File: src/hdl/sate_pkg.sv
`timescale 1ns / 1ps
package sate_pkg;

	localparam int SATE_DEPTH = 16;
	localparam int KEY_W      = 64;
	localparam int TAG_W      = 64;
	localparam int BYTES_W    = 48;
	localparam int SUM_W      = 52;
	localparam int AMT_W      = 16;
	localparam int QUO_W      = 15;

	localparam logic [AMT_W-1:0] AMOUNT_MIN = 16'd655;
	localparam logic [AMT_W-1:0] AMOUNT_MAX = 16'd32768;

	typedef enum logic [2:0] {
		CMD_ADD    = 3'd0,
		CMD_REMOVE = 3'd1,
		CMD_UPDATE = 3'd2,
		CMD_LKKEY  = 3'd3,
		CMD_LKTAG  = 3'd4,
		CMD_LOWEST = 3'd5,
		CMD_TOTALS = 3'd6
	} cmd_e_t;

	typedef enum logic [1:0] {
		ST_OK       = 2'd0,
		ST_NOTFOUND = 2'd1,
		ST_FULL     = 2'd2,
		ST_EMPTY    = 2'd3
	} status_e_t;

	// request fields broadcast to every cell
	typedef struct packed {
		logic [KEY_W-1:0]   key;
		logic [TAG_W-1:0]   tag;
		logic               tpres;
		logic [BYTES_W-1:0] usage;
		logic [BYTES_W-1:0] alloc;
		logic [BYTES_W-1:0] score;
	} req_t;

	// write action broadcast to every cell
	typedef struct packed {
		logic               en;
		cmd_e_t             op;
		logic               any_hit;
		logic               ua_en;
		logic [TAG_W-1:0]   ua;
		logic               ub_en;
		logic [TAG_W-1:0]   ub;
		logic [BYTES_W-1:0] new_score;
	} apply_t;

	// record handed from cell to cell during a scan
	typedef struct packed {
		logic               pass;
		logic               key_hit;
		logic [TAG_W-1:0]   hit_tag;
		logic               hit_tp;
		logic [BYTES_W-1:0] hit_usage;
		logic [BYTES_W-1:0] hit_alloc;
		logic [BYTES_W-1:0] hit_score;
		logic               free_seen;
		logic               tag_found;
		logic [KEY_W-1:0]   tag_key;
		logic               min_valid;
		logic [BYTES_W-1:0] min_score;
		logic [KEY_W-1:0]   min_key;
	} rec_t;

endpackage

File: src/hdl/sate_div.sv
`timescale 1ns / 1ps
module sate_div import sate_pkg::*; (
	input  logic               clk,
	input  logic               arst_n,
	input  logic               start,
	input  logic [BYTES_W-1:0] rem_init,
	input  logic [BYTES_W-1:0] divisor,
	output logic               done,
	output logic [QUO_W-1:0]   quo
);

	logic [BYTES_W-1:0] rem_q;
	logic [BYTES_W-1:0] div_q;
	logic [QUO_W-1:0]   quo_q;
	logic [3:0]         cnt_q;
	logic               busy_q;
	logic               done_q;
	logic [BYTES_W:0]   sh;
	logic               ge;
	logic [BYTES_W:0]   diff;

	assign sh   = {rem_q, 1'b0};
	assign ge   = sh >= {1'b0, div_q};
	assign diff = sh - {1'b0, div_q};

	always_ff @(posedge clk or negedge arst_n) begin
		if (!arst_n) begin
			busy_q <= 1'b0;
			done_q <= 1'b0;
			cnt_q  <= '0;
		end else begin
			done_q <= 1'b0;
			if (start) begin
				busy_q <= 1'b1;
				cnt_q  <= '0;
				rem_q  <= rem_init;
				div_q  <= divisor;
				quo_q  <= '0;
			end else if (busy_q) begin
				rem_q <= ge ? diff[BYTES_W-1:0] : sh[BYTES_W-1:0];
				quo_q <= {quo_q[QUO_W-2:0], ge};
				cnt_q <= cnt_q + 4'd1;
				if (cnt_q == 4'(QUO_W - 1)) begin
					busy_q <= 1'b0;
					done_q <= 1'b1;
				end
			end
		end
	end

	assign done = done_q;
	assign quo  = quo_q;

endmodule

File: config.mk
export PLATFORM = sky130hd
export DESIGN_NAME = sate_div
export DESIGN_NICKNAME = d
export VERILOG_FILES = /design/src/hdl/sate_pkg.sv /design/src/hdl/sate_div.sv
export SDC_FILE = /design/constraint.sdc
export NUM_CORES = 1
export LEC_CHECK = 0
export BUFFER_PORTS_ARGS = -buffer_cell sky130_fd_sc_hd__buf_2
export CORE_ASPECT_RATIO = 0.5
export CORE_MARGIN = 1
export CORE_UTILIZATION = 45
export DETAILED_ROUTE_END_ITERATION = 6
export PLACE_DENSITY = 0.68
export SLEW_MARGIN = 10
export SYNTH_ARGS = -nofsm -noshare
export SYNTH_HDL_FRONTEND = slang
export SYNTH_SLANG_ARGS = --single-unit
File: constraint.sdc
create_clock -name clk -period 8.73 [get_ports clk]
set_input_delay 0.873 -clock clk [delete_from_list [all_inputs] [get_ports clk]]
set_output_delay 0.873 -clock clk [all_outputs]
set_load 0.01 [all_outputs]
---- Word-level counts from Yosys, hierarchy flattened ----
Cells that the tools add are included.
storage, ports and cells
  bits in registers ....................... 117
  bits in latches ......................... 0
  memory bits (writable) .................. 0
  bits in read-only memories .............. 0
  bits of input ports ..................... 99
  output and inout port bits .............. 16
  logic and storage cells ................. 25
  memories ................................ 0
cells by class
  $add $sub $neg .......................... 2
  multipliers ............................. 0
  divide/modulo/power cells ............... 0
  order comparisons ....................... 1
  eq/ne operators ......................... 1
  shift-type cells ........................ 0
  multiplexer cells ....................... 12
  bitwise operators ....................... 0
  reductions and logical operators ........ 3
operators with widths
  cell                 count
  $mux 48              3
  $ge 49x48->1         1
  $sub 48x48->48       1
  $mux 15              1
  $mux 4               2
  $mux 1               6
  $add 4x1->4 const B  1
  $eq 4x4->1 const B   1
  $reduce_and 2->1     2
  $reduce_bool 2->1    1

---- Logic depth before layout (Yosys ltp) ----
  word-level depth ........................ 4
  mapped depth ............................ 14
  depth with buffers taken out ............ 11

---- Worst setup path after synthesis ----
No wires, ideal clock.
  kind .................................... input to register
  start ................................... input port start
  end ..................................... register div_q[0], enable pin
  setup time .............................. 410 ps
  arrival time ............................ 2,819 ps
  required time ........................... 8,320 ps
  setup slack ............................. 5,501 ps
  stages on the path ...................... 4
  path buffers ............................ 3
  cells stage by stage .................... clkbuf_8 > clkbuf_1 > clkbuf_1 > and2_1
on the way
  cells in the longest elaborated chain, start to end .. 1
ends and longest elaborated chain
  item                               RTL line        text
  from (decl)                        sate_div.sv:5   input logic start,
  $reduce_and 2->1 (no source line)  --
  to (signal assigned)               sate_div.sv:37  div_q <= divisor;
  to (decl)                          sate_div.sv:13  logic [BYTES_W-1:0] div_q;
Every way passes these cells.
A chain may end at the register's enable or synchronous reset.

---- Worst setup path after layout ----
  start ................................... register rem_q[21]
  end ..................................... register rem_q[2] (data pin)
on the way
  cells in the longest elaborated chain, start to end .. 4
ends and longest elaborated chain
  item                    RTL line        text
  from (decl)             sate_div.sv:12  logic [BYTES_W-1:0] rem_q;
  from (signal assigned)  sate_div.sv:36  rem_q <= rem_init;
  from (signal assigned)  sate_div.sv:40  rem_q <= ge ? diff[BYTES_W-1:0] : sh[BYTES_W-1:0];
  $ge 49x48->1            sate_div.sv:23  assign ge = sh >= {1'b0, div_q};
  $mux 48                 sate_div.sv:40
  $mux 48                 sate_div.sv:39  end else if (busy_q) begin
  $mux 48                 sate_div.sv:33  if (start) begin
Every way passes these cells. The select of a mux whose other input is x is not followed.

==> flow_metrics.env <==
export IMPL_critPathLaunch="rem_q[21]$_DFFE_PP_"
export IMPL_vias=6067
export IMPL_worst_path_buf_inv=1
export IMPL_grt_util_all_layers=0.208
export IMPL_routed_wl_um=18600
export IMPL_overflow=0
export IMPL_power_leakage_nw=4.00
export IMPL_crit_reg2reg_capture="rem_q[2]$_DFFE_PP_"
export IMPL_synth_compound_area_frac=0.154
export IMPL_yosysTopAreaCell="edfxtp_1"
export IMPL_die_w_um=192
export IMPL_worst_ir_drop_vdd_v=0.000129
export IMPL_core_area_um2=17500
export IMPL_maxCapViolCount=0
export IMPL_crit_type="flip-flop to flip-flop"
export IMPL_synth_area_mux_share=0.117
export IMPL_place_ws_ps=4700
export IMPL_worstPathArrival_ps=4200
export IMPL_syn_inst=742
export IMPL_max_freq_mhz=247
export IMPL_drc=0
export IMPL_pwr_share_clk=0.328
export IMPL_design_area_um2=9340
export IMPL_status="completed"
export IMPL_final_common_cell="buf_2"
export IMPL_synthAdderAreaFrac=0.0799
export IMPL_hold_buffers=0
export IMPL_clkTransAtPathRegs_ps=60
export IMPL_avgSynthCellArea_um2=10.9
export IMPL_synth_area_leaders="edfxtp_1 (41%), ha_1 (7.7%), mux2_2 (5.3%), mux2_1 (3.8%), xnor2_1 (3.0%)"
export IMPL_crit_chain="ha_1 > nand4_1 > or3_1 > nor3_1 > nor4_2 > nand2_2 > o21ai_4 > o21bai_4 > buf_4 > mux2_2 > mux2_2"
export IMPL_cts_tree="yes"
export IMPL_rsz0062_at_grt="false"
export IMPL_cp_start_kind="flip-flop"
export IMPL_ys_async_sr_fraction=0.0513
export IMPL_hold_viol_final=0
export IMPL_portBuffers=114
export IMPL_synth_edf_count=111
export IMPL_synth_seq_cells=117
export IMPL_antenna_found_initial=0
export IMPL_finalSetupViolations=0
export IMPL_finalCritPeriodShare=0.463
export IMPL_syn_area_um2=8080
export IMPL_maxSlewViolCount=0
export IMPL_h_tree_depth=4
export IMPL_crit_top_cell="mux2_2"
export IMPL_clock_latency_ps=420
export IMPL_drt_iter0_drc=440
export IMPL_die_h_um=96.8
export IMPL_synth_distinct_cells=73
export IMPL_hpwl_um=13500
export IMPL_post_cts_setup_buffers=0
export IMPL_layout_common_cells="buf_2 (113), edfxtp_1 (111), inv_1 (61)"
export IMPL_grt_first_pass_wirelength_um=30300
export IMPL_ff2ff_path_depth=11
export IMPL_slowest_delay_ps=580
export IMPL_worst_setup_path_end_kind="flip-flop"
export IMPL_setup_ws_ps=4680
export IMPL_area_growth_pct=15.6
export IMPL_vias_per_cell=5.54
export IMPL_ios=115
export IMPL_routabilityCongestion=0.925
export IMPL_holdWs_ps=424
export IMPL_ys_warnings_count=0
export IMPL_r2r_slack_ps=4680
export IMPL_hp_class="primary input to asynchronous set/reset pin"
export IMPL_place_area_um2=8730
export IMPL_grt_max_degree=80
export IMPL_clock_skew_ps=10.1
export IMPL_final_util=0.534
export IMPL_numCtsBuffers=17
export IMPL_ant_nets=0
export IMPL_slew_headroom=0.321
export IMPL_synth_simple_area_share=0.109
export IMPL_nNetsFinal=998
export IMPL_cts_sinks=117
export IMPL_slowest_stage="o21bai_4"
export IMPL_switching_share=0.319
export IMPL_synth_top_cell_area_share=0.412
export IMPL_p_comb_frac=0.342
export IMPL_setup_tns_ps=0
export IMPL_cts_root_buf="clkbuf_16"
export IMPL_power_mw=2.21
export IMPL_rows=34
export IMPL_cts_buffer_depth=2
export IMPL_post_drt_wl_per_cell_um=16.9
export IMPL_diodes=0
export IMPL_p_sw_uw=707
export IMPL_powerDensity_nw_per_um2=237
export IMPL_r2r_start="rem_q[21]$_DFFE_PP_"
export IMPL_p_int_mw=1.51
export IMPL_critPathMaxFanout=31
export IMPL_ys_seq_area_frac=0.431
export IMPL_cts_resized=0
export IMPL_synth_ff_type="edfxtp_1"
export IMPL_start_util=0.462
export IMPL_synth_top_family_by_area="compound AO/OA/AOI/OAI gates"
export IMPL_drive_gt1_frac=0.247
export IMPL_stdcell_count=1095
export IMPL_cp_top_family="simple AND/OR/NAND/NOR gates"
export IMPL_fin_crit_ps=4050
export IMPL_drt_pass1_iterations=5
export IMPL_syn_num_nets=892
export IMPL_die_area_um2=18500
export IMPL_grt_pass1_vias=6142
export IMPL_dpl_cell_count=1063
export IMPL_worstPathRequired_ps=8890
export IMPL_yosys_area_share_xor_xnor=0.0499
export IMPL_tightest_slew_ps=1020
export IMPL_sequentialPowerShare=0.330
## synth_stat cells, drive strengths merged (9+ instances only)
cell,instances
nor2,45
a21o,21
clkbuf,16
a31oi,9
nand3,14
mux2,65
buf,14
inv,61
ha,50
edfxtp,111
o21a,9
o21ai,39
xnor2,28
nand4,14
nand2,43
o21bai,10
xor2,18
a21oi,45
mux2i,21
## layout make-up
type / instances / area (um2)
Clock buffer: 20 / 457
Inverter: 61 / 229
Multi-Input combinational cell: 533 / 4120
Timing Repair Buffer: 118 / 603
Sequential cell: 117 / 3480
Fill cell: 1566 / 8140
Tap cell: 234 / 293
Clock inverter: 12 / 154
## worst max path at each step
stage / to / slack (ps) / cells after the start
finish: rem_q[2]$_DFFE_PP_ / 4680 / 11
global route: rem_q[2]$_DFFE_PP_ / 4430 / 11
CTS: rem_q[2]$_DFFE_PP_ / 4670 / 11
detailed placement: rem_q[2]$_DFFE_PP_ / 4700 / 11
global placement: rem_q[3]$_DFFE_PP_ / 4810 / 11
floorplan: div_q[0]$_DFFE_PP_ / 5500 / 4
## power by group through the flow
stage | Combinational, mW | Clock, mW | Sequential, mW
final | 0.757 | 0.727 | 0.731
after global routing | 0.836 | 0.762 | 0.739
after CTS | 0.755 | 0.740 | 0.731
after detailed placement | 0.748 | 0 | 0.741
after global placement | 0.740 | 0 | 0.739
after floorplan | 0.606 | 0 | 0.734
## metal layers
layer,vias to the layer above,global-route usage,part of all wire
met5,-,0,0
met4,0,0.0488,0.0068
met3,12,0.0504,0.062
met2,188,0.303,0.42
met1,2912,0.309,0.51
li1,2955,-,-
## registers in the layout (all words and copies together), names as in the netlist
name and cells:
cnt_q 4, done 1, busy_q 1, rem_q 48, quo 15, div_q 48
## worst reg2reg max path, delay by kind of cell, from the launching register on
kind / cells / cell delay (ps)
buffers and inverters: 1 / 510
and+or+nand+nor: 5 / 1090
muxes: 2 / 670
AOI/OAI and AO/OA: 2 / 690
adders and majority gates: 1 / 440
DFF: 1 / 400
## cells by family after synthesis
group                    count (synthesis)
AO/OA/AOI/OAI                          176
AND/OR/NAND/NOR                        174
flip-flops                             117
buffers and inverters                   92
multiplexers                            86
adder cells (fa/ha/maj)                 51
XOR/XNOR                                46
Note: power is estimated with default switching activity, not from simulation.
