[src/hdl/sate_pkg.sv]
`timescale 1ns / 1ps
package sate_pkg;

	localparam int SATE_DEPTH = 16;
	localparam int KEY_W      = 64;
	localparam int TAG_W      = 64;
	localparam int BYTES_W    = 48;
	localparam int SUM_W      = 52;
	localparam int AMT_W      = 16;
	localparam int QUO_W      = 15;

	localparam logic [AMT_W-1:0] AMOUNT_MIN = 16'd655;
	localparam logic [AMT_W-1:0] AMOUNT_MAX = 16'd32768;

	typedef enum logic [2:0] {
		CMD_ADD    = 3'd0,
		CMD_REMOVE = 3'd1,
		CMD_UPDATE = 3'd2,
		CMD_LKKEY  = 3'd3,
		CMD_LKTAG  = 3'd4,
		CMD_LOWEST = 3'd5,
		CMD_TOTALS = 3'd6
	} cmd_e_t;

	typedef enum logic [1:0] {
		ST_OK       = 2'd0,
		ST_NOTFOUND = 2'd1,
		ST_FULL     = 2'd2,
		ST_EMPTY    = 2'd3
	} status_e_t;

	// request fields broadcast to every cell
	typedef struct packed {
		logic [KEY_W-1:0]   key;
		logic [TAG_W-1:0]   tag;
		logic               tpres;
		logic [BYTES_W-1:0] usage;
		logic [BYTES_W-1:0] alloc;
		logic [BYTES_W-1:0] score;
	} req_t;

	// write action broadcast to every cell
	typedef struct packed {
		logic               en;
		cmd_e_t             op;
		logic               any_hit;
		logic               ua_en;
		logic [TAG_W-1:0]   ua;
		logic               ub_en;
		logic [TAG_W-1:0]   ub;
		logic [BYTES_W-1:0] new_score;
	} apply_t;

	// record handed from cell to cell during a scan
	typedef struct packed {
		logic               pass;
		logic               key_hit;
		logic [TAG_W-1:0]   hit_tag;
		logic               hit_tp;
		logic [BYTES_W-1:0] hit_usage;
		logic [BYTES_W-1:0] hit_alloc;
		logic [BYTES_W-1:0] hit_score;
		logic               free_seen;
		logic               tag_found;
		logic [KEY_W-1:0]   tag_key;
		logic               min_valid;
		logic [BYTES_W-1:0] min_score;
		logic [KEY_W-1:0]   min_key;
	} rec_t;

endpackage

[src/hdl/sate_cell.sv]
`timescale 1ns / 1ps
module sate_cell import sate_pkg::*; (
	input  logic   clk,
	input  logic   arst_n,
	input  req_t   req,
	input  apply_t wr,
	input  rec_t   rec_in,
	output rec_t   rec_out,
	output logic   key_here,
	output logic   free_here
);

	logic               valid_q;
	logic               mapped_q;
	logic               tp_q;
	logic [KEY_W-1:0]   key_q;
	logic [TAG_W-1:0]   tag_q;
	logic [BYTES_W-1:0] usage_q;
	logic [BYTES_W-1:0] alloc_q;
	logic [BYTES_W-1:0] score_q;
	logic               key_here_q;
	logic               free_here_q;
	rec_t               rec_q;
	rec_t               nxt;
	logic               match_key;
	logic               target;
	logic               unmap;

	assign match_key = valid_q && (key_q == req.key);

	always_comb begin
		nxt = rec_in;
		if (match_key && !rec_in.key_hit) begin
			nxt.key_hit   = 1'b1;
			nxt.hit_tag   = tag_q;
			nxt.hit_tp    = tp_q;
			nxt.hit_usage = usage_q;
			nxt.hit_alloc = alloc_q;
			nxt.hit_score = score_q;
		end
		if (!valid_q)
			nxt.free_seen = 1'b1;
		if (!rec_in.tag_found && valid_q && mapped_q && req.tpres && tag_q == req.tag) begin
			nxt.tag_found = 1'b1;
			nxt.tag_key   = key_q;
		end
		if (valid_q && (!rec_in.min_valid || score_q < rec_in.min_score ||
				(score_q == rec_in.min_score && key_q < rec_in.min_key))) begin
			nxt.min_valid = 1'b1;
			nxt.min_score = score_q;
			nxt.min_key   = key_q;
		end
	end

	assign target = key_here_q || (!wr.any_hit && free_here_q);
	assign unmap  = valid_q && mapped_q &&
		((wr.ua_en && tag_q == wr.ua) || (wr.ub_en && tag_q == wr.ub));

	always_ff @(posedge clk or negedge arst_n) begin
		if (!arst_n) begin
			valid_q     <= 1'b0;
			mapped_q    <= 1'b0;
			key_here_q  <= 1'b0;
			free_here_q <= 1'b0;
			rec_q.pass  <= 1'b0;
		end else begin
			rec_q <= nxt;
			if (rec_in.pass) begin
				key_here_q  <= match_key;
				free_here_q <= !valid_q && !rec_in.free_seen;
			end
			if (wr.en) begin
				if (target) begin
					case (wr.op)
						CMD_ADD: begin
							valid_q  <= 1'b1;
							mapped_q <= req.tpres;
							tp_q     <= req.tpres;
							key_q    <= req.key;
							tag_q    <= req.tpres ? req.tag : '0;
							usage_q  <= req.usage;
							alloc_q  <= req.alloc;
							score_q  <= req.score;
						end
						CMD_REMOVE: begin
							valid_q  <= 1'b0;
							mapped_q <= 1'b0;
						end
						CMD_UPDATE: score_q <= wr.new_score;
						default: ;
					endcase
				end else if (unmap) begin
					mapped_q <= 1'b0;
				end
			end
		end
	end

	assign rec_out   = rec_q;
	assign key_here  = key_here_q;
	assign free_here = free_here_q;

endmodule

[config.mk]
export PLATFORM = sky130hd
export DESIGN_NAME = sate_cell
export DESIGN_NICKNAME = d
export VERILOG_FILES = /design/src/hdl/sate_pkg.sv /design/src/hdl/sate_cell.sv
export SDC_FILE = /design/constraint.sdc
export NUM_CORES = 1
export LEC_CHECK = 0
export BUFFER_PORTS_ARGS = -buffer_cell sky130_fd_sc_hd__buf_4
export CAP_MARGIN = 5
export CORE_AREA = 2 2 486 488
export CTS_BUF_LIST = sky130_fd_sc_hd__clkbuf_8 sky130_fd_sc_hd__clkbuf_16
export CTS_CLUSTER_DIAMETER = 100
export DETAILED_ROUTE_END_ITERATION = 10
export DIE_AREA = 0 0 488 490
export GPL_ROUTABILITY_DRIVEN = 0
export GPL_TIMING_DRIVEN = 0
export PLACE_DENSITY = 0.31
export SKIP_CTS_REPAIR_TIMING = 1
export SLEW_MARGIN = 20
export SYNTH_ARGS = -nofsm -noshare
export SYNTH_HDL_FRONTEND = slang
export SYNTH_SLANG_ARGS = --single-unit
export TNS_END_PERCENT = 30
[constraint.sdc]
create_clock -name clk -period 18.8 [get_ports clk]
set_input_delay 1.88 -clock clk [delete_from_list [all_inputs] [get_ports clk]]
set_output_delay 1.88 -clock clk [all_outputs]
set_load 0.01 [all_outputs]
* Word level (Yosys, flattened, before mapping)
Cells that the tools add are included. Widths: inputs -> output; s select.
Cells by class: order comparisons 2, eq/ne operators 8, multiplexer cells 8, reduce and logical (&&, ||, !) cells 32
Operator list (count):
- $eq 64x64->1 | 4
- $mux 209 | 1
- $mux 112 | 1
- $pmux 48 s2 | 1
- $lt 64x64->1 | 1
- $mux 64 | 1
- $eq 48x48->1 | 1
- $lt 48x48->1 | 1
- $logic_and 1x1->1 | 14
- $reduce_and 4->1 | 2
- $logic_not 1->1 | 6
- $reduce_and 3->1 | 2
- $reduce_bool 2->1 | 3
- $logic_or 1x1->1 | 4
- $pmux 1 s2 | 2
- $eq 3x1->1 const B | 1
- $eq 3x2->1 const B | 1
- $logic_not 3->1 | 1
- $ne 3x1->1 const B | 1
- $mux 1 | 2
Storage, ports and cells: flip-flop bits (word level) 667, bits of input ports 848, output and inout bits 392, word-level logic and storage cells 73

* Longest topological paths before layout
Gate-level depths: netlist of the first run.
depth after elaboration 6, gate-level depth with buffers 12, gate-level depth less buffers 10

* Worst setup path after synthesis of the first run
No wires, ideal clock.
kind input to register, start point in wr[178] in the netlist's numbering, end point reg alloc_q[0], enable pin, library setup time 845 ps, data arrival time 15865 ps, required time 17955 ps, slack 2090 ps, stages 5, cells stage by stage inv_1 a21oi_1 or3b_2 nor3b_1 nor2b_1
Between the ends: word-level cells in the longest chain between the ends 4
RTL lines:
- from (decl) | line sate_cell.sv:6 | input apply_t wr,
- $logic_not 1->1 | line sate_cell.sv:55 | assign target = key_here_q || (!wr.any_hit && free_here_q);
- $logic_and 1x1->1 | line sate_cell.sv:55
- $logic_or 1x1->1 | line sate_cell.sv:55
- $reduce_and 4->1 (no line)
- to (signal assigned) | line sate_cell.sv:82 | alloc_q <= req.alloc;
- to (decl) | line sate_cell.sv:19 | logic [BYTES_W-1:0] alloc_q;
No other way between the ends. A chain may end at the register's enable or synchronous reset.

==> impl_metrics.csv, run 1 <==
group,metric,value,unit
synthesis,synth_area_leaders,"edfxtp_1 (63%), mux2_2 (12%), ha_1 (4.4%)",
worst_hold_path,hold_depth,1,
drt,drt-total-wl,197,mm
grt,grt_pass1_vias,24800,
grt,antenna_found_initial,105,
worst_setup_path,reg2reg_to,"rec_out[110]",
drt,ant_nets,0,
placed_design,post-place-cells,6465,
synthesis,synth_top_flop_cell,"edfxtp_1",
timing,hold_viol_final,0,
grt,grt_pass1_wl,253,mm
synthesis,ys_seq_area_share,63.0,%
worst_setup_path,arrival,5920,ps
timing,post-route-min-period,5440,ps
synthesis,async_flop_share,0.750,%
synthesis,synthMuxAreaShare,16.2,%
pwr,leakagePower,0.0195,uW
worst_setup_path,criticalPathCategory,"input pin to flip-flop",
floorplanning,core-area,234000,um^2
clock_tree,cts_htree_levels,3,
pwr,powerDensity,89.6,nW/um^2
worst_hold_path,hold_class,"flip-flop to flip-flop",
worst_hold_path,hold_start,"usage_q[7]",
layout,fill_cells,25400,
drt,vias,23500,
synthesis,synth_top_family_by_area,"multiplexers",
synthesis,syn_inst,2045,
clock_tree,cts.path.max_buffers,3,
drt,drc,0,
timing,finalCritPeriodShare,29.0,%
run,maxCapViolCount,0,
layout,syn_to_final_growth,54.4,%
clock_tree,clk_pin_slew,60,ps
placed_design,dp_hpwl,167,mm
drt,avgRoutedWirePerCell,29.7,um
worst_setup_path,regToRegStartpoint,"score_q[20]",
floorplanning,rows,178,
synthesis,syn_area,31800,um^2
timing,finalClockSkew,59.4,ps
synthesis,synthXorXnorAreaFrac,5.24,%
timing,rsz0062_at_grt,"false",
grt,grt_util_all_layers,16.0,%
grt,overflow,0,
layout,finalNonFillerCells,6651,
drt,vias_per_cell,3.53,
timing,timing.slew.headroom,26.1,%
synthesis,synth_most_common_cell,"edfxtp_1",
clock_tree,cts_buffers,98,
clock_tree,cts_root_buf,"clkbuf_16",
floorplanning,die_y,490,um
timing,tightestPinTransition,1100,ps
placed_design,place_area,45600,um^2
timing,worst_hold_slack,531,ps
drt,drtPass1Iterations,5,
timing,fin_ws,13360,ps
worst_setup_path,cp_max_fo,10,
synthesis,yosysWarnings,0,
synthesis,yosys-top-cells-count,"edfxtp_1 (662), mux2_2 (348), inv_1 (175)",
synthesis,synth_seq_cells,667,
floorplanning,die-area,239000,um^2
layout,final_util,20.9,%
worst_hold_path,min_to,"rec_out[282]",
floorplanning,start_util,13.6,%
timing,max_freq,184,MHz
worst_setup_path,worstPathRequired,19270,ps
synthesis,yosys.area_share.simple,4.63,%
clock_tree,cts_num_sinks,667,
layout,finalInstanceArea,49000,um^2
placed_design,pre_cts_slack,12120,ps
clock_tree,cts_tree,"yes",
synthesis,synth-compound-area-share,3.37,%
worst_setup_path,crit_path_start_kind,"input pin",
worst_setup_path,rrSetupSlack,14080,ps
placed_design,port_buffers,1239,
synthesis,synth_top_cell_area_share,62.6,%
layout,layout-drive-gt1-share,53.9,%
drt,drtIter0Drc,1224,
timing,drv_slew,0,
timing,setup_viol,0,
status,run_status,"completed",
synthesis,yosys.area.top_type,"edfxtp_1",
synthesis,ys_types,58,
synthesis,synth_fa_ha_area_share,4.37,%
floorplanning,die_w,488,um
synthesis,synth_edf_count,662,
clock_tree,clkLatencyLatePin,750,ps
layout,fin_nets,4374,
pwr,ir_drop,0.0629,mV
synthesis,postSynthNetCount,3004,
worst_setup_path,ff2ff_path_depth,10,
synthesis,syn_area_per_cell,15.5,um^2
floorplanning,io_pins,1240,
grt,grt_max_degree,83,
worst_setup_path,cp-end-kind,"flip-flop",
==> final cells by class <==
type / instances / area (um^2) / area share [%]
inverters: 175 / 657 / 1.34
clock inverters: 80 / 883 / 1.80
repair buffers: 1270 / 9900 / 20.2
plain buffers: 55 / 343 / 0.699
diodes: 7 / 17.5 / 0.0357
flip-flops and latches: 667 / 20000 / 40.8
clock buffers: 99 / 2480 / 5.05
well taps: 3150 / 3940 / 8.04
multi-input cells: 1148 / 10800 / 22.0
==> placed cells by master, fill, tap and decap left out, types with 10 or more instances in the layout <==
cell | synthesis | routed
a21oi_1 | 46 | 46
and2_1 | 64 | 64
buf_16 | 0 | 13
buf_2 | 19 | 20
buf_4 | 11 | 1255
buf_6 | 9 | 13
bufinv_16 | 0 | 15
clkbuf_1 | 15 | 12
clkbuf_16 | 0 | 99
clkinv_1 | 0 | 23
clkinv_2 | 0 | 10
edfxtp_1 | 662 | 662
ha_1 | 111 | 111
inv_1 | 175 | 192
mux2_2 | 348 | 348
mux2_4 | 72 | 72
nand2_1 | 28 | 28
nand3_1 | 15 | 15
nand4_1 | 52 | 52
nor2_1 | 13 | 13
nor4_1 | 39 | 37
o21ai_0 | 24 | 24
o22ai_1 | 21 | 21
o2bb2ai_1 | 10 | 10
xnor2_1 | 103 | 103
xor2_1 | 87 | 85
==> worst max path at each step <==
stage               start      endpoint  cells past startpoint
4_1_cts        rec_in[83]  rec_out[110]                     12
6_report       rec_in[83]  rec_out[110]                     12
2_1_floorplan     wr[178]    alloc_q[0]                      5
5_1_grt        rec_in[79]  rec_out[110]                     12
3_5_place_dp   rec_in[83]  rec_out[110]                     12
3_3_place_gp       arst_n   alloc_q[21]                      3
==> report_power, final <==
part           switching [uW]  internal (uW)  total (uW)
combinational             310            348         658
sequential               27.7           1740        1760
clock                     802           1170        1970
total                    1140           3250        4390
==> metrics by stage <==
| stage | TNS, ps | power, uW |
|---|---|---|
| 2_1_floorplan | 0 | 2040 |
| 3_3_place_gp | -3457160 | 2480 |
| 3_5_place_dp | 0 | 2470 |
| 4_1_cts | 0 | 4500 |
| 5_1_grt | 0 | 4570 |
| 6_report | 0 | 4390 |
==> kinds of logic after synthesis <==
group                      Yosys count
and+or+nand+nor                    251
AOI/OAI and AO/OA                  161
DFF                                667
xor gates and xnor gates           190
adders and majority gates          111
muxes                              435
buffers and inverters              230
==> flip-flops by register name, summed over array words and instances (netlist names) <==
register,count
usage_q,48
alloc_q,48
tag_q,64
key_here,1
score_q,48
key_q,64
valid_q,1
tp_q,1
free_here,1
mapped_q,1
rec_out,390
==> critical path, stage by stage <==
cell and delay [ps]:
buf_4 80, inv_1 30, ha_1 320, nand4_1 170, nor4_1 670, nand4_1 580, a31oi_1 390, o2111ai_1 370
o21ai_2 410, buf_6 330, buf_6 290, mux2_4 350
==> routing by layer <==
layer / GRT usage [%] / part of all wire, % / vias to the layer above
met2: 29.6 / 52 / 1043
li1: - / - / 10500
met4: 3.18 / 2.3 / 52
met5: 0 / 0.16 / -
met3: 6.07 / 8.6 / 304
met1: 17.0 / 37 / 11600
No activity file was read; power rests on OpenSTA's default activity.
==> run 2: changes to the inputs <==
==> constraint.sdc (replaced) <==
create_clock -name clk -period 4.85 [get_ports clk]
set_input_delay 0.485 -clock clk [delete_from_list [all_inputs] [get_ports clk]]
set_output_delay 0.485 -clock clk [all_outputs]
set_load 0.01 [all_outputs]
==> impl_metrics.csv, run 2 (synthesized netlist as in run 1, its figures left out) <==
group,metric,value,unit
timing,finalClockSkew,47.2,ps
layout,fill_cells,25200,
run,maxCapViolCount,0,
floorplanning,start_util,13.6,%
clock_tree,clk_pin_slew,60,ps
timing,finalCritPeriodShare,92.9,%
floorplanning,rows,178,
worst_setup_path,slowest_delay,600,ps
worst_setup_path,worstPathRequired,5310,ps
worst_setup_path,cp-end-kind,"flip-flop",
drt,drc,0,
worst_setup_path,crit_path_start_kind,"flip-flop",
worst_setup_path,arrival,4970,ps
timing,post-route-min-period,4510,ps
timing,max_freq,222,MHz
grt,antenna_found_initial,108,
drt,avgRoutedWirePerCell,29.3,um
floorplanning,io_pins,1240,
worst_setup_path,crit_family,"simple AND/OR/NAND/NOR gates",
grt,grt_pass1_wl,258,mm
floorplanning,core-area,234000,um^2
pwr,powerDensity,328,nW/um^2
placed_design,place_area,45600,um^2
drt,vias,24700,
grt,grt_util_all_layers,16.4,%
floorplanning,die-area,239000,um^2
drt,drtPass1Iterations,6,
timing,drv_slew,0,
placed_design,port_buffers,1239,
layout,fin_nets,4639,
layout,finalInstanceArea,51600,um^2
pwr,ir_drop,0.240,mV
timing,tightestPinTransition,1210,ps
layout,final_cell_mix,"buf_4 (1251), edfxtp_1 (662), mux2_2 (348)",
layout,layout-drive-gt1-share,50.1,%
pwr,leakagePower,0.0205,uW
drt,ant_nets,0,
timing,setup_viol,0,
drt,vias_per_cell,3.56,
worst_setup_path,cp_max_fo,10,
layout,final_common_cell,"buf_4",
grt,overflow,0,
clock_tree,cts_htree_levels,3,
clock_tree,clkLatencyLatePin,740,ps
floorplanning,die_w,488,um
grt,grt_pass1_vias,25000,
drt,drt-total-wl,203,mm
clock_tree,cts_num_sinks,667,
clock_tree,cts.path.max_buffers,3,
drt,drtIter0Drc,1276,
grt,grt_max_degree,78,
layout,syn_to_final_growth,62.6,%
clock_tree,cts_buffers,100,
timing,rsz0062_at_grt,"false",
timing,worst_hold_slack,51.2,ps
clock_tree,cts_tree,"yes",
timing,timing.slew.headroom,19.6,%
worst_setup_path,criticalPathCategory,"flip-flop to flip-flop",
worst_setup_path,crit_chain,"ha_1 -> nand4_1 -> nor4_2 -> nand4_1 -> a31oi_2 -> o2111ai_1 -> o21ai_2 -> buf_6 -> buf_6 -> mux2_4",
floorplanning,die_y,490,um
status,run_status,"completed",
clock_tree,cts_root_buf,"clkbuf_16",
timing,hold_viol_final,0,
worst_setup_path,cp_slowest_cell,"nor4_2",
worst_hold_path,hold_class,"input pin to flip-flop",
worst_setup_path,cp_num_buf_inv,2,
placed_design,dp_hpwl,172,mm
layout,largest_reg_flops,390,
## run 2: cell types whose count changed in the layout (fill, tap and decap cells not counted), moves of 3 or more
| cell | delta |
|---|---|
| buf_4 | -4 |
| bufinv_16 | -7 |
| diode_2 | +20 |
| dlygate4sd3_1 | +268 |
| inv_1 | +3 |
| inv_6 | +3 |
| nor4_1 | -5 |
| nor4_2 | +4 |
## run 2: where the power goes
| part | internal, uW | total [uW] | switching (uW) | leakage (uW) |
|---|---|---|---|---|
| Sequential | 6730 | 6840 | 113 | 0.00633 |
| Clock | 4220 | 7330 | 3110 | 0.00163 |
| Combinational | 1490 | 2780 | 1290 | 0.0126 |
## run 2: routing by layer
| metal | up-vias | wire (um) | global-route usage [%] | part of all wire [%] |
|---|---|---|---|---|
| met3 | 282 | 15100 | 5.67 | 7.4 |
| met4 | 36 | 4040 | 3.52 | 2.0 |
| met2 | 1078 | 106000 | 30.2 | 52 |
| li1 | 11100 | - | - | - |
| met1 | 12200 | 78500 | 17.9 | 39 |
| met5 | - | 232 | 0 | 0.11 |
## run 2: final cells by class
type,count,area [um^2],area share (%)
clock buffer,101,2530,4.90
sequential,667,20000,38.8
timing repair buffer,1533,12500,24.3
antenna,27,67.6,0.131
multi-input combinational,1148,10800,21.0
inverter,175,664,1.29
clock inverter,83,691,1.34
tap,3150,3940,7.64
buffer,55,343,0.664
## run 2: stage by stage
step | setup TNS, ps | utilization [%] | setup WS [ps] | instances | power, uW
finish | 0 | 22.1 | 343 | 6939 | 17000
global route | 0 | 22.0 | 12.2 | 6928 | 17700
CTS | -68820 | 20.9 | -684 | 6642 | 17200
detailed placement | -90010 | 19.5 | -702 | 6458 | 9600
global placement | -4374650 | 19.2 | -16220 | 6434 | 9610
floorplan | -891700 | - | -3960 | 2045 | 7920
## run 2: worst reg2reg max path, delay by kind of cell (launching register included)
kind / cells / cell delay (ps)
simple gates: 3 / 1270
compound gates: 3 / 1140
buf+inv: 2 / 630
flops: 1 / 470
mux: 1 / 390
fa+ha+maj: 1 / 340
## run 2: final timing paths
path | startpoint | to | slack [ps] | depth (start not counted)
max | score_q[21] | rec_out[109] | 340 | 10
min | rec_in[189] | rec_out[189] | 50 | 2
max reg2reg | score_q[21] | rec_out[109] | 340 | 10
min reg2reg | usage_q[7] | rec_out[282] | 530 | 1
max in group asynchronous | arst_n | key_here | 3720 | 3
min in group asynchronous | arst_n | mapped_q | 290 | 2
==> run 3: changes to the inputs <==
--- a/config.mk
+++ b/config.mk
@@ -5,7 +5,7 @@
 export SDC_FILE = /design/constraint.sdc
 export NUM_CORES = 1
 export LEC_CHECK = 0
-export BUFFER_PORTS_ARGS = -buffer_cell sky130_fd_sc_hd__buf_4
+export BUFFER_PORTS_ARGS = -buffer_cell sky130_fd_sc_hd__buf_2
 export CAP_MARGIN = 5
 export CORE_AREA = 2 2 486 488
 export CTS_BUF_LIST = sky130_fd_sc_hd__clkbuf_8 sky130_fd_sc_hd__clkbuf_16
@@ -16,7 +16,7 @@
 export GPL_TIMING_DRIVEN = 0
 export PLACE_DENSITY = 0.31
 export SKIP_CTS_REPAIR_TIMING = 1
-export SLEW_MARGIN = 20
+export SLEW_MARGIN = 15
 export SYNTH_ARGS = -nofsm -noshare
 export SYNTH_HDL_FRONTEND = slang
 export SYNTH_SLANG_ARGS = --single-unit
==> impl_metrics.csv, run 3 (synthesized netlist as in run 1, its figures left out) <==
group,metric,value,unit
status,run_status,"completed",
worst_setup_path,cp-end-kind,"flip-flop",
drt,drc,0,
timing,rsz0062_at_grt,"false",
worst_setup_path,reg2reg_to,"key_q[59]",
floorplanning,io_pins,1240,
layout,finalNonFillerCells,6957,
clock_tree,cts.path.max_buffers,3,
timing,finalCritPeriodShare,92.6,%
floorplanning,core-area,234000,um^2
clock_tree,cts_htree_levels,3,
grt,antenna_found_initial,168,
worst_setup_path,arrival,4910,ps
clock_tree,cts_root_buf,"clkbuf_16",
pwr,powerDensity,337,nW/um^2
layout,regArea,20000,um^2
timing,max_freq,223,MHz
timing,finalClockSkew,34.1,ps
floorplanning,die_w,488,um
floorplanning,rows,178,
placed_design,post-place-cells,6458,
placed_design,dp_hpwl,169,mm
placed_design,place_area,42500,um^2
worst_setup_path,crit_path_start_kind,"flip-flop",
drt,drtPass1Iterations,5,
floorplanning,start_util,13.6,%
layout,largest_reg_flops,390,
floorplanning,die_y,490,um
worst_setup_path,worstPathRequired,5270,ps
placed_design,pre_cts_slack,-787,ps
layout,finalInstanceArea,48400,um^2
worst_setup_path,ff2ff_path_depth,13,
timing,hold_viol_final,0,
timing,worst_hold_slack,63.5,ps
worst_setup_path,regToRegStartpoint,"key_here",
drt,drt-total-wl,200,mm
drt,ant_nets,0,
clock_tree,clkLatencyLatePin,730,ps
worst_hold_path,hold_class,"input pin to flip-flop",
grt,grt_pass1_vias,24900,
pwr,leakagePower,0.0194,uW
layout,layout-drive-gt1-share,50.0,%
grt,grt_util_all_layers,16.1,%
grt,grt_max_degree,79,
layout,final_common_cell,"buf_2",
timing,post-route-min-period,4490,ps
worst_hold_path,hold_depth,2,
timing,finalSetupTns,0,ps
worst_setup_path,criticalPathCategory,"flip-flop to flip-flop",
clock_tree,cts_tree,"yes",
layout,final_cell_mix,"buf_2 (1258), edfxtp_1 (662), mux2_2 (348)",
placed_design,port_buffers,1239,
layout,fill_cells,25500,
grt,overflow,0,
clock_tree,clk_pin_slew,60,ps
layout,fin_nets,4641,
drt,vias_per_cell,3.59,
layout,syn_to_final_growth,52.5,%
worst_setup_path,rrSetupSlack,360,ps
worst_hold_path,min_to,"rec_out[130]",
run,maxCapViolCount,0,
timing,setup_viol,0,
drt,drtIter0Drc,1452,
clock_tree,cts_buffers,97,
worst_setup_path,worstSetupStartpoint,"key_here",
floorplanning,die-area,239000,um^2
timing,fin_ws,358,ps
timing,timing.slew.headroom,23.0,%
drt,vias,25000,
grt,grt_pass1_wl,253,mm
timing,drv_slew,0,
worst_hold_path,hold_start,"rec_in[130]",
worst_setup_path,cp_max_fo,24,
pwr,ir_drop,0.213,mV
drt,avgRoutedWirePerCell,28.7,um
clock_tree,cts_num_sinks,667,
layout,multi_input_comb_area,10800,um^2
timing,tightestPinTransition,1160,ps
run 3: cell count changes in the layout (fill, tap and decap cells not counted), moves of 4 or more:
| cell | delta |
|---|---|
| diode_2 | +20 |
| inv_6 | +4 |
| buf_2 | +1239 |
| dlygate4sd3_1 | +5 |
| buf_4 | -1238 |
run 3: metrics by stage:
| stage | util, % | power [uW] |
|---|---|---|
| after floorplan | - | 7920 |
| after global placement | 17.9 | 9260 |
| after CTS | 19.5 | 16500 |
| final | 20.7 | 16300 |
| after global routing | 20.7 | 17000 |
| after detailed placement | 18.1 | 9230 |
run 3: how the worst max path moves through the flow:
stage | end | slack, ps | cells after the start
after floorplan | alloc_q[0] | -3960 | 5
after global placement | key_q[6] | -19750 | 3
after detailed placement | rec_out[109] | -790 | 12
after CTS | rec_out[109] | -600 | 10
after global routing | rec_out[68] | 10 | 9
final | key_q[59] | 360 | 13
run 3: critical path, stage by stage, from the launching register on:
cell and delay, ps:
dfrtp_1 470, a21oi_2 110, or3b_4 430, nor3b_4 430
nor2b_4 790, buf_16 240, buf_16 170, buf_12 200
buf_12 220, buf_12 210, buf_12 200, buf_12 200
buf_12 210, buf_16 190
run 3: per-layer routing:
metal	vias to the layer above	share of wire, %	GRT usage, %
met1	12200	38	17.4
li1	11100	-	-
met3	396	7.5	5.71
met5	-	0.19	0
met4	58	2.7	3.69
met2	1250	51	29.5
run 3: final cells by class:
type | count | share of cell area (%)
diodes | 47 | 0.243
plain buffers | 55 | 0.708
clock buffers | 101 | 5.15
clock inverters | 76 | 1.18
inverters | 175 | 1.37
multi-input cells | 1148 | 22.4
flip-flops and latches | 667 | 41.3
well taps | 3150 | 8.14
repair buffers | 1538 | 19.5
run 3: power breakdown:
part,switching [uW],internal (uW)
combinational,1270,1150
clock,3030,4040
sequential,101,6730
total,4400,11900
